<file path="config.mk">
export PLATFORM = sky130hd
export DESIGN_NAME = c_escape_unescaper_core_flat
export DESIGN_NICKNAME = d
export VERILOG_FILES = /design/src/cesc_pkg.sv /design/src/cesc_if.sv /design/src/cesc_decode.sv /design/src/cesc_out_queue.sv /design/src/c_escape_unescaper_core.sv /design/src/flat_wrapper.sv
export SDC_FILE = /design/constraint.sdc
export NUM_CORES = 1
export LEC_CHECK = 0
export BUFFER_PORTS_ARGS = -buffer_cell sky130_fd_sc_hd__buf_2
export CORE_UTILIZATION = 25
export DETAILED_ROUTE_END_ITERATION = 7
export GPL_TIMING_DRIVEN = 1
export SLEW_MARGIN = 5
export SYNTH_ARGS = -nofsm -noshare
export SYNTH_HDL_FRONTEND = slang
export SYNTH_SLANG_ARGS = --single-unit
</file>
<file path="constraint.sdc">
create_clock -name clock -period 6.4 [get_ports clock]
set_clock_uncertainty 0.05 [all_clocks]
set_input_delay 0.64 -clock clock [delete_from_list [all_inputs] [get_ports clock]]
set_output_delay 0.64 -clock clock [all_outputs]
set_load 0.05 [all_outputs]
</file>
<file path="src/cesc_pkg.sv">
// Shared types, constants and character helpers of the C escape decoder.
`timescale 1ns / 1ps

package cesc_pkg;

   // Character codes
   localparam logic [7:0] CHAR_BACKSLASH = 8'h5C;
   localparam logic [7:0] CHAR_ZERO      = 8'h30;
   localparam logic [7:0] CHAR_SEVEN     = 8'h37;
   localparam logic [7:0] CHAR_NINE      = 8'h39;
   localparam logic [7:0] CHAR_LOWER_A   = 8'h61;
   localparam logic [7:0] CHAR_LOWER_F   = 8'h66;
   localparam logic [7:0] CHAR_UPPER_A   = 8'h41;
   localparam logic [7:0] CHAR_UPPER_F   = 8'h46;
   localparam logic [7:0] CHAR_LOWER_X   = 8'h78;

   // Largest first octal digit that still allows a third digit
   localparam logic [5:0] OCT_HIGH_MAX = 6'd3;

   // Result kinds
   localparam logic [1:0] KIND_DATA    = 2'd0;
   localparam logic [1:0] KIND_END_OK  = 2'd1;
   localparam logic [1:0] KIND_END_BAD = 2'd2;

   // Most results one input word can cause
   localparam int MAX_RESULTS = 3;

   // Parser mode, one-hot
   typedef enum logic [5:0] {
      MODE_NORMAL = 6'b000001,
      MODE_ESC    = 6'b000010,
      MODE_OCT    = 6'b000100,
      MODE_HEX0   = 6'b001000,
      MODE_HEX    = 6'b010000,
      MODE_ERROR  = 6'b100000
   } mode_type;

   typedef struct packed {
      mode_type    mode;
      logic [1:0]  digit_count;
      logic [8:0]  escape_value;
      logic        zero_seen;
      logic [15:0] emitted_count;
   } parse_state_type;

   localparam parse_state_type PARSE_RESET = '{
      mode:          MODE_NORMAL,
      digit_count:   2'd0,
      escape_value:  9'd0,
      zero_seen:     1'b0,
      emitted_count: 16'd0
   };

   typedef struct packed {
      logic [7:0]  out_byte;
      logic [1:0]  kind;
      logic        run_last;
      logic [15:0] out_length;
   } result_type;

   // Results caused by one input word, entry 0 first
   typedef struct packed {
      result_type [MAX_RESULTS-1:0] entry;
      logic [1:0]                   count;
   } bundle_type;

   typedef struct packed {
      logic       valid;
      logic [3:0] value;
   } hex_digit_type;

   // Value of a hex digit character
   function automatic hex_digit_type hex_decode(input logic [7:0] c);
      hex_digit_type r;
      r.valid = 1'b1;
      r.value = 4'd0;
      if (c >= CHAR_ZERO && c <= CHAR_NINE) begin
         r.value = c[3:0];
      end else if ((c >= CHAR_LOWER_A && c <= CHAR_LOWER_F) ||
                   (c >= CHAR_UPPER_A && c <= CHAR_UPPER_F)) begin
         r.value = c[3:0] + 4'd9;
      end else begin
         r.valid = 1'b0;
      end
      return r;
   endfunction

   // Byte of a simple escape, zero when the character is not one
   function automatic logic [7:0] simple_escape(input logic [7:0] c);
      logic [7:0] r;
      unique case (c)
         8'h27, 8'h22, 8'h3F, 8'h5C: r = c;
         8'h61: r = 8'd7;
         8'h62: r = 8'd8;
         8'h66: r = 8'd12;
         8'h6E: r = 8'd10;
         8'h72: r = 8'd13;
         8'h74: r = 8'd9;
         8'h76: r = 8'd11;
         default: r = 8'd0;
      endcase
      return r;
   endfunction

endpackage

</file>
<file path="src/cesc_if.sv">
// Valid/ready channel interfaces for the request and response words.
`timescale 1ns / 1ps

interface cesc_req_if;
   logic       valid;
   logic       ready;
   logic [7:0] in_byte;
   logic       is_last;

   modport source (output valid, output in_byte, output is_last, input ready);
   modport sink   (input valid, input in_byte, input is_last, output ready);
endinterface

interface cesc_rsp_if;
   logic        valid;
   logic        ready;
   logic [7:0]  out_byte;
   logic [1:0]  kind;
   logic        run_last;
   logic [15:0] out_length;

   modport source (output valid, output out_byte, output kind, output run_last,
                   output out_length, input ready);
   modport sink   (input valid, input out_byte, input kind, input run_last,
                   input out_length, output ready);
endinterface

</file>
<file path="src/cesc_decode.sv">
// Next-state and result logic for one raw byte of the escaped string.
`timescale 1ns / 1ps

module cesc_decode (
   input  cesc_pkg::parse_state_type state_cur,
   input  logic [7:0]                in_byte,
   input  logic                      is_last,
   output cesc_pkg::parse_state_type state_nxt,
   output cesc_pkg::bundle_type      bundle
);

   cesc_pkg::parse_state_type st;
   cesc_pkg::hex_digit_type   hexd;
   logic [7:0] simp;
   logic       is_oct;
   logic       flush_a;
   logic [7:0] val_a;
   logic       data_b;
   logic [7:0] byte_b;
   logic       flush_c;
   logic [7:0] val_c;
   logic [1:0] n;
   cesc_pkg::result_type [cesc_pkg::MAX_RESULTS-1:0] res;

   assign hexd   = cesc_pkg::hex_decode(in_byte);
   assign simp   = cesc_pkg::simple_escape(in_byte);
   assign is_oct = (in_byte >= cesc_pkg::CHAR_ZERO) && (in_byte <= cesc_pkg::CHAR_SEVEN);

   always_comb begin
      st      = state_cur;
      flush_a = 1'b0;
      val_a   = 8'd0;
      data_b  = 1'b0;
      byte_b  = 8'd0;
      flush_c = 1'b0;
      val_c   = 8'd0;
      n       = 2'd0;
      res     = '0;

      // mode transition; flush_a is a pending escape ended by this byte
      unique case (state_cur.mode)
         cesc_pkg::MODE_ERROR: begin
         end
         cesc_pkg::MODE_ESC: begin
            if (simp != 8'd0) begin
               st.mode = cesc_pkg::MODE_NORMAL;
               data_b  = 1'b1;
               byte_b  = simp;
            end else if (is_oct) begin
               st.mode         = cesc_pkg::MODE_OCT;
               st.digit_count  = 2'd1;
               st.escape_value = {6'd0, in_byte[2:0]};
            end else if (in_byte == cesc_pkg::CHAR_LOWER_X) begin
               st.mode         = cesc_pkg::MODE_HEX0;
               st.digit_count  = 2'd0;
               st.escape_value = 9'd0;
            end else begin
               st.mode = cesc_pkg::MODE_ERROR;
            end
         end
         cesc_pkg::MODE_OCT: begin
            if (is_oct) begin
               if (state_cur.digit_count < 2'd2) begin
                  st.escape_value = {state_cur.escape_value[5:0], in_byte[2:0]};
                  st.digit_count  = 2'd2;
               end else if (state_cur.escape_value[8:3] > cesc_pkg::OCT_HIGH_MAX) begin
                  st.mode = cesc_pkg::MODE_ERROR;
               end else begin
                  st.escape_value = {state_cur.escape_value[5:0], in_byte[2:0]};
                  flush_a         = 1'b1;
                  val_a           = {state_cur.escape_value[4:0], in_byte[2:0]};
                  st.mode         = cesc_pkg::MODE_NORMAL;
                  st.digit_count  = 2'd0;
               end
            end else begin
               flush_a = 1'b1;
               val_a   = state_cur.escape_value[7:0];
            end
         end
         cesc_pkg::MODE_HEX0: begin
            if (hexd.valid) begin
               st.mode         = cesc_pkg::MODE_HEX;
               st.digit_count  = 2'd1;
               st.escape_value = {5'd0, hexd.value};
            end else begin
               st.mode = cesc_pkg::MODE_ERROR;
            end
         end
         cesc_pkg::MODE_HEX: begin
            if (hexd.valid) begin
               if (state_cur.digit_count < 2'd2) begin
                  st.escape_value = {state_cur.escape_value[4:0], hexd.value};
                  st.digit_count  = 2'd2;
               end else begin
                  st.mode = cesc_pkg::MODE_ERROR;
               end
            end else begin
               flush_a = 1'b1;
               val_a   = state_cur.escape_value[7:0];
            end
         end
         default: begin
         end
      endcase

      // a byte that is taken as plain text after ending an escape, or in normal mode
      if (flush_a && !is_oct && !hexd.valid ||
          flush_a && state_cur.mode == cesc_pkg::MODE_OCT && !is_oct ||
          state_cur.mode == cesc_pkg::MODE_NORMAL ||
          !(state_cur.mode == cesc_pkg::MODE_ESC || state_cur.mode == cesc_pkg::MODE_OCT ||
            state_cur.mode == cesc_pkg::MODE_HEX0 || state_cur.mode == cesc_pkg::MODE_HEX ||
            state_cur.mode == cesc_pkg::MODE_ERROR)) begin
         if (in_byte == cesc_pkg::CHAR_BACKSLASH) begin
            st.mode         = cesc_pkg::MODE_ESC;
            st.digit_count  = 2'd0;
            st.escape_value = 9'd0;
         end else begin
            st.mode = cesc_pkg::MODE_NORMAL;
            data_b  = 1'b1;
            byte_b  = in_byte;
         end
      end

      // escape ended by this byte
      if (flush_a) begin
         if (val_a == 8'd0) begin
            st.zero_seen = 1'b1;
         end else if (!st.zero_seen) begin
            res[n] = '{out_byte: val_a, kind: cesc_pkg::KIND_DATA, run_last: 1'b0,
                       out_length: 16'd0};
            n = n + 2'd1;
            if (st.emitted_count != 16'hFFFF) st.emitted_count = st.emitted_count + 16'd1;
         end
      end

      // plain byte or simple escape
      if (data_b && !st.zero_seen) begin
         res[n] = '{out_byte: byte_b, kind: cesc_pkg::KIND_DATA, run_last: 1'b0,
                    out_length: 16'd0};
         n = n + 2'd1;
         if (st.emitted_count != 16'hFFFF) st.emitted_count = st.emitted_count + 16'd1;
      end

      // end of string: close any pending escape, then report status
      if (is_last) begin
         if (st.mode == cesc_pkg::MODE_ESC || st.mode == cesc_pkg::MODE_HEX0) begin
            st.mode = cesc_pkg::MODE_ERROR;
         end else if (st.mode == cesc_pkg::MODE_OCT || st.mode == cesc_pkg::MODE_HEX) begin
            flush_c = 1'b1;
            val_c   = st.escape_value[7:0];
         end
         if (flush_c) begin
            if (val_c == 8'd0) begin
               st.zero_seen = 1'b1;
            end else if (!st.zero_seen) begin
               res[n] = '{out_byte: val_c, kind: cesc_pkg::KIND_DATA, run_last: 1'b0,
                          out_length: 16'd0};
               n = n + 2'd1;
               if (st.emitted_count != 16'hFFFF) st.emitted_count = st.emitted_count + 16'd1;
            end
         end
         if (st.mode == cesc_pkg::MODE_ERROR) begin
            res[n] = '{out_byte: 8'd0, kind: cesc_pkg::KIND_END_BAD, run_last: 1'b0,
                       out_length: 16'd0};
         end else begin
            res[n] = '{out_byte: 8'd0, kind: cesc_pkg::KIND_END_OK, run_last: 1'b0,
                       out_length: st.emitted_count};
         end
         n  = n + 2'd1;
         st = cesc_pkg::PARSE_RESET;
      end

      // mark the final result of this word
      if (n != 2'd0) res[n - 2'd1].run_last = 1'b1;
   end

   assign state_nxt    = st;
   assign bundle.entry = res;
   assign bundle.count = n;

endmodule

</file>
<file path="src/cesc_out_queue.sv">
// Result register: holds the words of one input byte and hands them out one a cycle while the receiver is ready.
`timescale 1ns / 1ps

module cesc_out_queue (
   input  logic                 clock,
   input  logic                 reset,
   input  logic                 load,
   input  cesc_pkg::bundle_type bundle,
   output logic                 can_accept,
   cesc_rsp_if.source           rsp_if
);

   cesc_pkg::result_type [cesc_pkg::MAX_RESULTS-1:0] entry_ff, entry_in;
   logic [1:0] count_ff, count_in;
   logic       pop;

   assign pop        = rsp_if.valid && rsp_if.ready;
   assign can_accept = (count_ff == 2'd0) || (count_ff == 2'd1 && rsp_if.ready);

   // load a fresh group or shift the head out
   always_comb begin
      entry_in = entry_ff;
      count_in = count_ff;
      if (load) begin
         entry_in = bundle.entry;
         count_in = bundle.count;
      end else if (pop) begin
         for (int i = 0; i < cesc_pkg::MAX_RESULTS - 1; i++) entry_in[i] = entry_ff[i + 1];
         count_in = count_ff - 2'd1;
      end
   end

   always_ff @(posedge clock) begin
      if (reset) begin
         count_ff <= 2'd0;
      end else begin
         count_ff <= count_in;
      end
   end

   always_ff @(posedge clock) begin
      entry_ff <= entry_in;
   end

   assign rsp_if.valid      = (count_ff != 2'd0);
   assign rsp_if.out_byte   = entry_ff[0].out_byte;
   assign rsp_if.kind       = entry_ff[0].kind;
   assign rsp_if.run_last   = entry_ff[0].run_last;
   assign rsp_if.out_length = entry_ff[0].out_length;

endmodule

</file>
<file path="src/c_escape_unescaper_core.sv">
// Top level of the C string escape decoder.
//
// Usage: raw string bytes enter on req_if, one per word, with is_last set on
// the final byte of each string. Decoded words leave on rsp_if: data words
// (kind 0) carry a decoded byte, and each string closes with one end word
// (kind 1 good, with the decoded length saturated at 65535; kind 2 bad
// escape). run_last marks the final response word caused by a request word.
// The first response word of a request appears in the cycle after it is
// accepted. Throughput, while the receiver is ready: one request word per
// cycle while each causes at most one response word; a request that causes
// more (up to three) holds the input until the single response register,
// draining one word per cycle, holds its last word. Requests that cause no
// word (a backslash, a digit of a pending escape) pass at one per cycle.
// Reset clears the parser state and empties the response register. When the
// receiver stalls, the held response word stays put and req_if.ready drops
// once the response register cannot take the next group.
`timescale 1ns / 1ps

module c_escape_unescaper_core (
   input  logic       clock,
   input  logic       reset,
   cesc_req_if.sink   req_if,
   cesc_rsp_if.source rsp_if
);

   cesc_pkg::parse_state_type state_ff, state_in;
   cesc_pkg::bundle_type      bundle;
   logic                      accept;
   logic                      can_accept;

   assign req_if.ready = can_accept;
   assign accept       = req_if.valid && can_accept;

   cesc_decode u_decode (
      .state_cur (state_ff),
      .in_byte   (req_if.in_byte),
      .is_last   (req_if.is_last),
      .state_nxt (state_in),
      .bundle    (bundle)
   );

   // parser state advances on each accepted word
   always_ff @(posedge clock) begin
      if (reset) begin
         state_ff <= cesc_pkg::PARSE_RESET;
      end else if (accept) begin
         state_ff <= state_in;
      end
   end

   cesc_out_queue u_out_queue (
      .clock      (clock),
      .reset      (reset),
      .load       (accept),
      .bundle     (bundle),
      .can_accept (can_accept),
      .rsp_if     (rsp_if)
   );

endmodule

</file>
<file path="src/flat_wrapper.sv">
// flat-port wrapper written by rule: the top's interface ports become plain ports
module c_escape_unescaper_core_flat 
  (clock, reset, req_if_valid, req_if_in_byte, req_if_is_last, req_if_ready, rsp_if_valid, rsp_if_out_byte, rsp_if_kind, rsp_if_run_last, rsp_if_out_length, rsp_if_ready);
  cesc_req_if req_if_i ();
  cesc_rsp_if rsp_if_i ();
  input  logic clock;
  input  logic reset;
  input wire logic [$bits(req_if_i.valid)-1:0] req_if_valid;
  input wire logic [$bits(req_if_i.in_byte)-1:0] req_if_in_byte;
  input wire logic [$bits(req_if_i.is_last)-1:0] req_if_is_last;
  output wire logic [$bits(req_if_i.ready)-1:0] req_if_ready;
  output wire logic [$bits(rsp_if_i.valid)-1:0] rsp_if_valid;
  output wire logic [$bits(rsp_if_i.out_byte)-1:0] rsp_if_out_byte;
  output wire logic [$bits(rsp_if_i.kind)-1:0] rsp_if_kind;
  output wire logic [$bits(rsp_if_i.run_last)-1:0] rsp_if_run_last;
  output wire logic [$bits(rsp_if_i.out_length)-1:0] rsp_if_out_length;
  input wire logic [$bits(rsp_if_i.ready)-1:0] rsp_if_ready;
  assign req_if_i.valid = req_if_valid;
  assign req_if_i.in_byte = req_if_in_byte;
  assign req_if_i.is_last = req_if_is_last;
  assign req_if_ready = req_if_i.ready;
  assign rsp_if_valid = rsp_if_i.valid;
  assign rsp_if_out_byte = rsp_if_i.out_byte;
  assign rsp_if_kind = rsp_if_i.kind;
  assign rsp_if_run_last = rsp_if_i.run_last;
  assign rsp_if_out_length = rsp_if_i.out_length;
  assign rsp_if_i.ready = rsp_if_ready;
  c_escape_unescaper_core u_core (.clock(clock), .reset(reset), .req_if(req_if_i), .rsp_if(rsp_if_i));
endmodule
</file>
==> out/qor.yml <==
core_area_um2: 33400
initial_core_util_pct: 25.4
power.share.combinational_pct: 20.5
hpwl_um: 17400
antenna_found_initial: 2
ys_ff_latch: 116
grt_usage_pct: 14.1
placed_area_um2: 8950
setup-tns-final_ns: 0
yosysWarningCount: 0
cts_setup_buffers: 0
cp.required_ns: 6.50
worstPathMaxFanout: 10
grt_max_degree: 74
peakVddDrop_mv: 0.186
io_pins: 42
layout_worst_path_cycle_share_pct: 91.6
first_global_vias: 6981
syn-instance-count: 968
hp-class: "reg2reg"
routedWlPerCell_um: 16.8
clk_latency_ns: 0.42
htree_num_levels: 4
drc: 0
grt_pass1_wl_um: 38400
ys_seq_area_share_pct: 36.9
worst_pin_slew_ns: 1.07
syn_to_final_growth_pct: 12.6
drive_gt1_share_pct: 15.4
gp_congestion: 0.927
p_clk_share_pct: 39.4
synth-edff-count: 81
final_cell_mix: "115 x nand2_1, 95 x nor2_1, 81 x edfxtp_1, 45 x o21ai_0, 43 x a21oi_1"
outcome: "finished clean"
synth.avg_cell_area_um2: 8.76
power.density_nw_per_um2: 256
std_cell_rows: 67
endpoint_kind: "register"
max_freq_ghz: 0.171
finalInstanceArea_um2: 9550
cts_resized: 0
p_sw_mw: 0.789
p_total_mw: 2.45
critical_path_arrival_ns: 5.96
cp-start-kind: "register"
placed_cells: 1389
async_flop_share_pct: 0
rsz0062_at_grt: "false"
hold_viol: 0
cts_buffer_depth: 2
viasPerCell: 5.29
maxSlewHeadroom_pct: 28.2
cts_tree: "yes"
die_height_um: 186
clkSlewWorstSetupHoldPaths_ns: 0.06
final_antenna_net_count: 0
cts_hold_buf: 0
final_cells: 1423
fin_crit_ns: 5.86
syn_nets: 996
vias: 7533
io_buffers: 41
leakagePower_nw: 3.36
drt_iter0_drc: 819
die_x_um: 186
grt_overflow_total: 0
setup_viol: 0
crit_type: "reg2reg"
die-area_um2: 34700
syn_area_um2: 8480
p_int_mw: 1.66
finalMaxSlewViolations: 0
max-cap-violations: 0
synth_cell_types: 96
drt_pre_antenna_iters: 6
fin_nets: 988
hold_ws_ns: 0.448
layout_commonest_cell: "nand2_1"
power_frac_seq_pct: 40.1
wirelength_um: 23900
cts_sinks: 116
root_buffer: "clkbuf_16"
power.share.switching_pct: 32.3
synthFlopType: "edfxtp_1"
cts_buffers: 17
fill_cells: 3558
path summary, 6_finish.rpt:
kind | start | endpoint | slack [ns] | cells after the start
worst min-delay path | u_core.u_out_queue.count_ff[1] | u_core.u_out_queue.count_ff[1] | 0.45 | 2
worst max register to register | u_core.state_ff[18] | u_core.u_out_queue.rsp_if.out_length[1] | 0.54 | 23
worst max-delay path | u_core.state_ff[18] | u_core.u_out_queue.rsp_if.out_length[1] | 0.54 | 23
worst min register to register | u_core.u_out_queue.count_ff[1] | u_core.u_out_queue.count_ff[1] | 0.45 | 2
layer usage:
layer  up-vias  part of all wire, %  global-route usage [%]
met4         0                  2.6                    5.64
li1       3624                    -                       -
met3        45                  5.2                    2.14
met1      3581                   47                    19.1
met2       283                   45                    22.3
met5         -                    0                       0
flip-flops by register name, summed over array words and instances (netlist names):
register,cells
u_core.u_out_queue.entry_ff,54
u_core.state_ff,33
u_core.u_out_queue.rsp_if.out_length,16
u_core.u_out_queue.rsp_if.out_byte,8
u_core.u_out_queue.count_ff,2
u_core.u_out_queue.rsp_if.kind,2
u_core.u_out_queue.rsp_if.run_last,1
power by group through the flow:
| stage | logic, mW | registers [mW] | clock network, mW |
|---|---|---|---|
| floorplan | 0.432 | 1.00 | 0 |
| finish | 0.501 | 0.982 | 0.964 |
| global route | 0.542 | 0.996 | 1.01 |
| CTS | 0.505 | 0.984 | 0.985 |
| detailed placement | 0.503 | 0.999 | 0 |
| global placement | 0.500 | 0.996 | 0 |
Yosys cell counts (all sizes together) (4+ instances only):
cell type,instances,area [um2]
a211oi,7,62.6
a21o,7,52.6
a21oi,45,240
a221oi,5,61.3
a22o,30,263
a22oi,45,362
a31o,8,70.1
a31oi,13,87.6
a32o,4,40.0
a32oi,5,43.8
a41oi,6,67.6
and2,21,131
and3,15,98.8
and4,7,61.3
and4b,4,40.0
buf,42,290
clkbuf,47,178
dfxtp,35,701
edfxtp,81,2430
ha,15,188
inv,26,97.6
mux2,9,101
mux2i,12,124
nand2,117,442
nand2b,8,50.1
nand3,36,190
nand4,18,119
nor2,99,382
nor3,23,131
nor3b,5,37.5
nor4,8,50.1
nor4b,5,43.8
o211ai,5,37.5
o21ai,56,292
o31ai,7,66.3
or2,4,25.0
or4,7,63.8
xnor2,22,208
xor2,7,61.3
cell families (layout without fill, tap and decap cells):
kind of cell	Yosys count	count (layout)	synth area share, %
fa+ha+maj	15	15	2.21
simple gates	394	394	23.7
flops	116	116	36.9
buf+inv	116	121	6.71
compound gates	277	277	24.6
other cells	0	2	0
xor+xnor	29	29	3.17
mux	21	21	2.66
metrics by stage:
step,util [%],setup WS [ns]
floorplan,-,0.757
global placement,26.8,0.354
detailed placement,26.8,0.259
CTS,28.5,0.602
global route,28.5,0.0950
finish,28.6,0.538
layout make-up:
type	instances	area [um2]	share of cell area (%)
sequential	116	3130	32.8
multi-input combinational	736	4790	50.2
clock buffer	17	425	4.45
tap	448	561	5.87
timing repair buffer	62	363	3.80
clock inverter	15	173	1.81
inverter	27	101	1.06
antenna	2	5.00	0.0524
critical path: stages (launching register included):
cell,delay (ns)
dfxtp_1,0.40
or4_4,0.57
nor4_1,0.29
a21oi_1,0.12
a22oi_2,0.36
nor2_1,0.13
xnor2_1,0.16
inv_1,0.10
ha_1,0.25
and3_1,0.18
o31ai_1,0.11
a22oi_4,0.22
nand4_1,0.19
o21ai_1,0.32
nor2_1,0.08
a31oi_1,0.21
ha_1,0.26
nand2_1,0.07
nor3b_1,0.18
a41o_1,0.21
nand3_2,0.26
o31ai_4,0.36
mux2i_1,0.40
o21ai_1,0.13
No activity file was read; power rests on OpenSTA's default activity.
